File: src/fbm_divider.sv
// pipelined restoring divider, one quotient bit per stage
module fbm_divider #(
   parameter int NUM_W = 40,
   parameter int DEN_W = 13
) (
   input  logic             clock,
   input  logic             reset,
   input  logic             in_valid,
   input  logic [NUM_W-1:0] in_num,
   input  logic [DEN_W-1:0] in_den,
   output logic             out_valid,
   output logic [NUM_W-1:0] out_quot
);
   logic [NUM_W:0]       valid_ff;
   logic [NUM_W-1:0]     num_ff [NUM_W+1];
   logic [DEN_W:0]       rem_ff [NUM_W+1];
   logic [DEN_W-1:0]     den_ff [NUM_W+1];

   always_ff @(posedge clock) begin
      if (reset) valid_ff <= '0;
      else valid_ff <= {valid_ff[NUM_W-1:0], in_valid};
   end

   always_ff @(posedge clock) begin
      num_ff[0] <= in_num;
      rem_ff[0] <= '0;
      den_ff[0] <= in_den;
   end

   for (genvar i = 0; i < NUM_W; i++) begin : g_step
      logic [DEN_W+1:0] trial;
      logic             ge;
      assign trial = {rem_ff[i], num_ff[i][NUM_W-1]};
      assign ge = trial >= {2'b0, den_ff[i]};
      always_ff @(posedge clock) begin
         rem_ff[i+1] <= ge ? (DEN_W+1)'(trial - {2'b0, den_ff[i]}) : trial[DEN_W:0];
         num_ff[i+1] <= {num_ff[i][NUM_W-2:0], ge};
         den_ff[i+1] <= den_ff[i];
      end
   end

   assign out_valid = valid_ff[NUM_W];
   assign out_quot = num_ff[NUM_W];
endmodule

File: config.mk
export PLATFORM = sky130hd
export DESIGN_NAME = fbm_divider
export DESIGN_NICKNAME = d
export VERILOG_FILES = /design/src/fbm_divider.sv
export SDC_FILE = /design/constraint.sdc
export NUM_CORES = 2
export LEC_CHECK = 0
export ABC_AREA = 1
export CAP_MARGIN = 20
export CORE_MARGIN = 2
export CORE_UTILIZATION = 54
export CTS_CLUSTER_SIZE = 20
export DETAILED_ROUTE_END_ITERATION = 10
export DONT_BUFFER_PORTS = 1
export PLACE_DENSITY = 0.72
export REMOVE_ABC_BUFFERS = 1
export SLEW_MARGIN = 5
export SYNTH_ARGS = -nofsm -noshare
export SYNTH_HDL_FRONTEND = slang
export SYNTH_SLANG_ARGS = --single-unit
File: constraint.sdc
create_clock -name clock -period 1.5 [get_ports clock]
set_input_delay 0.075 -clock clock [delete_from_list [all_inputs] [get_ports clock]]
set_output_delay 0.075 -clock clock [all_outputs]
set_load 0.02 [all_outputs]
==> key figures <==
Run status
  • Run status: finished, violations left
  • Violated checks: negative setup slack

Cells and area
  • Fraction of final layout cells sized beyond drive strength 1: 0.4289
  • Area Growth Syn to Fin: 46.24%
  • Fill cells: ~11k
  • Number of nets in the finished design: ~15k

Critical path
  • Endpoint arrival time on the critical path: between 2000 and 3000 ps
  • Data required time at the worst endpoint: 2350 ps
  • Worst setup path category: reg2reg
  • Type of destination of the critical path: flop
  • Crit path max fanout: 3
  • Setup slack on the worst flop-to-flop path: -370 ps
  • Critical path launch point type: flop

Routing
  • Remaining antenna violation count: 0
  • Routed wire per std cell: about 17 um
  • Number of vias per cell after detailed routing: approximately 4.9
  • Residual DRC count: 0
  • Drt total wl: approximately 280 mm
  • Iteration-0 DRC Markers: 5152
  • Total iterations of the first detailed-routing run: 6
  • Total number of vias: approximately 84k

Synth
  • Most instantiated library cell after synthesis: nand2_1
  • Warning count from the yosys run: 0
  • Summed instance area of the synthesized netlist: ~100000 um2
  • XOR/XNOR Fraction of Synth Area: 0.02016
  • Proportion of synthesized area in mux cells: 0
  • Number of instances in the synthesized netlist: approximately 12k
  • Most frequently used flop master after synthesis: dfxtp_1
  • Proportion of synthesized chip area in sequential cells: 0.5504
  • Share of synthesized flip-flops with an asynchronous set or reset: 0
  • Top cells by area in the synthesized netlist: dfxtp_1, nand2_1, inv_1, ha_1, nand3_1
  • Top cell type's share of synthesized area: 0.5504
  • Combinational family with the most area after synthesis: simple AND/OR/NAND/NOR gates
  • Leading area contributor after synthesis: dfxtp_1
  • Simple-gate share of the synthesized area: 0.2447
  • Per-instance average area after synthesis: about 8.4 um2
  • Area fraction in compound gates after synthesis: 0.02005
  • FF+latch count, synth: roughly 2.7k
  • Most instantiated cells after synthesis: nand2_1, dfxtp_1, inv_1, nor2_1, nand3_1
  • Post-synth cell types: 31
  • Adder-cell share of the synthesized area: 0.07612
  • Count of flip-flops with a built-in enable after synthesis: 0

STA
  • Final Worst Setup Slack: -374.5 ps
  • Setup repair after global routing missed its margin: true
  • Remaining max-slew budget at the tightest pin: 0.6935
  • Slew at the pin closest to its max-slew limit: 454.9 ps
  • Maximum frequency from static timing analysis: 533.5 MHz
  • Clock period minus worst slack: around 1900 ps
  • Max Transition Viols Final: 0
  • Endpoints failing setup: 580
  • Hold Fails Final Rpt: 0
  • Clock Skews: 56.44 ps
  • Final period util: 1.250

Placement
  • Last weighted congestion value of the routability-driven placer: 0.9186
  • Half-perimeter wire length after placement: approximately 170 mm
  • Minimum setup slack after placement: -561.0 ps
  • Number of port buffers: 0

Die
  • I/O pins: 97
  • Initial core utilization: 0.5445
  • Die area: 188500 um2
  • Count of standard-cell rows: 157
  • Core box area: ~180000 um2
  • Width of the die: around 430 um
  • Die Y: between 400 and 500 um

Global route
  • Busiest grt layer: met2
  • Vias in the first global route: between 80k and 90k
  • Total routing resource utilization after global routing: 0.2692
  • First-pass GRT wire length: around 400 mm
  • Met1 Resource Use GR: 0.3196
  • Initial antenna violation count: 1
  • Met2 track demand over resource in global routing: 0.4874
  • M3 GR Usage: 0.03341
  • Pin count of the biggest net entering global routing: between 40 and 50
  • GR Overflow Total: 0

Pwr
  • Leakage: 0.07260 uW
  • Worst supply voltage drop on vdd: 0.001663 V
  • Total power: 321200 uW
  • Total power per unit cell area: ~2200 nW/um2

CTS
  • Longest Clk Path Bufs: 4
  • Clock tree from TritonCTS: done
  • TritonCTS buffer count: between 200 and 300
  • Clock transition at the registers of the reported paths: approximately 70 ps
  • Root Driver: clkbuf_16
  • CTS Sinks: about 2.7k
  • CTS H-Tree Depth: 5
  • Latest clock arrival within the worst-skew pair: between 900 and 1000 ps

Run
  • MaxCap Viol Count: 0

Hold path
  • Hold Crit Class: in2reg
## layer usage
| layer | share of wire | vias up |
|---|---|---|
| li1 | - | 41155 |
| met5 | 0.000042 | - |
| met2 | 0.51 | 2373 |
| met3 | 0.041 | 954 |
| met4 | 0.049 | 2 |
| met1 | 0.40 | 39101 |
## where the power goes
part | internal, uW | switching (uW) | total [uW]
clock network | 41800 | 29500 | 71300
logic | 71100 | 77300 | 148000
registers | 89300 | 12100 | 101000
total | 202000 | 119000 | 321000
## cell families after synthesis
| group | after synthesis |
|---|---|
| AO/OA/AOI/OAI | 343 |
| XOR/XNOR | 230 |
| adder cells (fa/ha/maj) | 585 |
| buffers and inverters | 2162 |
| flip-flops | 2747 |
| AND/OR/NAND/NOR | 5781 |
## worst max-delay path: stages, from the launching register on
cell     delay [ps]
dfxtp_2         370
inv_1            80
ha_4            290
nand2_1          90
buf_4           150
nor2_1          170
nand2_1          90
nand3_1         150
nand2_1          90
nand2_1          80
nand2_1          60
a21oi_2         180
## per-stage QoR
stage / instances / setup TNS, ps / util / area [um2] / hold slack [ps]
floorplan: 11726 / -55690 / - / 98720 / 102.7
global placement: 16171 / -196600 / 0.6382 / 117100 / 102.8
detailed placement: 16171 / -210890 / 0.6382 / 117100 / 102.8
CTS: 16916 / -118640 / 0.7423 / 136200 / 4.525
global route: 17143 / -165580 / 0.7963 / 146100 / 44.75
finish: 17145 / -123210 / 0.7963 / 146100 / 35.38
## cells in the final DEF (no fill, tap or decap), types with 16 or more instances in the layout
cell	count
a21oi_1	145
a21oi_2	121
a21oi_4	25
and2_1	39
and2_4	16
buf_12	52
buf_4	2171
buf_6	95
bufinv_16	24
clkbuf_1	32
clkbuf_16	303
clkbuf_8	46
clkinv_2	40
clkinvlp_4	23
dfxtp_1	2108
dfxtp_2	587
dfxtp_4	52
dlygate4sd3_1	110
fa_2	37
ha_1	32
ha_4	513
inv_1	1637
inv_2	349
inv_4	53
nand2_1	3019
nand2_2	900
nand2_4	227
nand3_1	418
nand3_2	130
nand3_4	73
nand3b_1	21
nand4_1	181
nor2_1	365
nor2_2	164
nor2_4	188
nor3_4	32
o21ai_0	26
xor2_1	215
## registers in the layout, summed over array words and instances (netlist names)
register / cells
den_ff: 520
rem_ff: 546
valid_ff: 41
num_ff: 1640
## cell type report
class	instances	area [um2]	share of cell area
Antenna cell	2	5.005	0.00003426
Clock buffer	366	7960	0.05448
Clock inverter	124	1460	0.009994
Inverter	2040	7797	0.05337
Multi-Input combinational cell	6949	49750	0.3405
Sequential cell	2747	55920	0.3828
Tap cell	2464	3083	0.02110
Timing Repair Buffer	2453	20120	0.1377
## worst paths after layout
| path | to | depth (start not counted) | start |
|---|---|---|---|
| hold / removal | valid_ff[0] | 3 | reset |
| hold reg to reg | num_ff[1][383] | 0 | num_ff[1][342] |
| setup reg to reg | rem_ff[1][69] | 11 | den_ff[1][42] |
| setup / recovery | rem_ff[1][69] | 11 | den_ff[1][42] |
## what timing repair did
item,CTS,global route
gates resized for setup,1358,2417
endpoints found under the setup margin,600,599
buffers inserted,125,216
pin swaps,282,856
hold buffers,111,0
endpoints found under the hold margin,94,0
gates cloned,19,18
No activity file was read; power rests on OpenSTA's default activity.
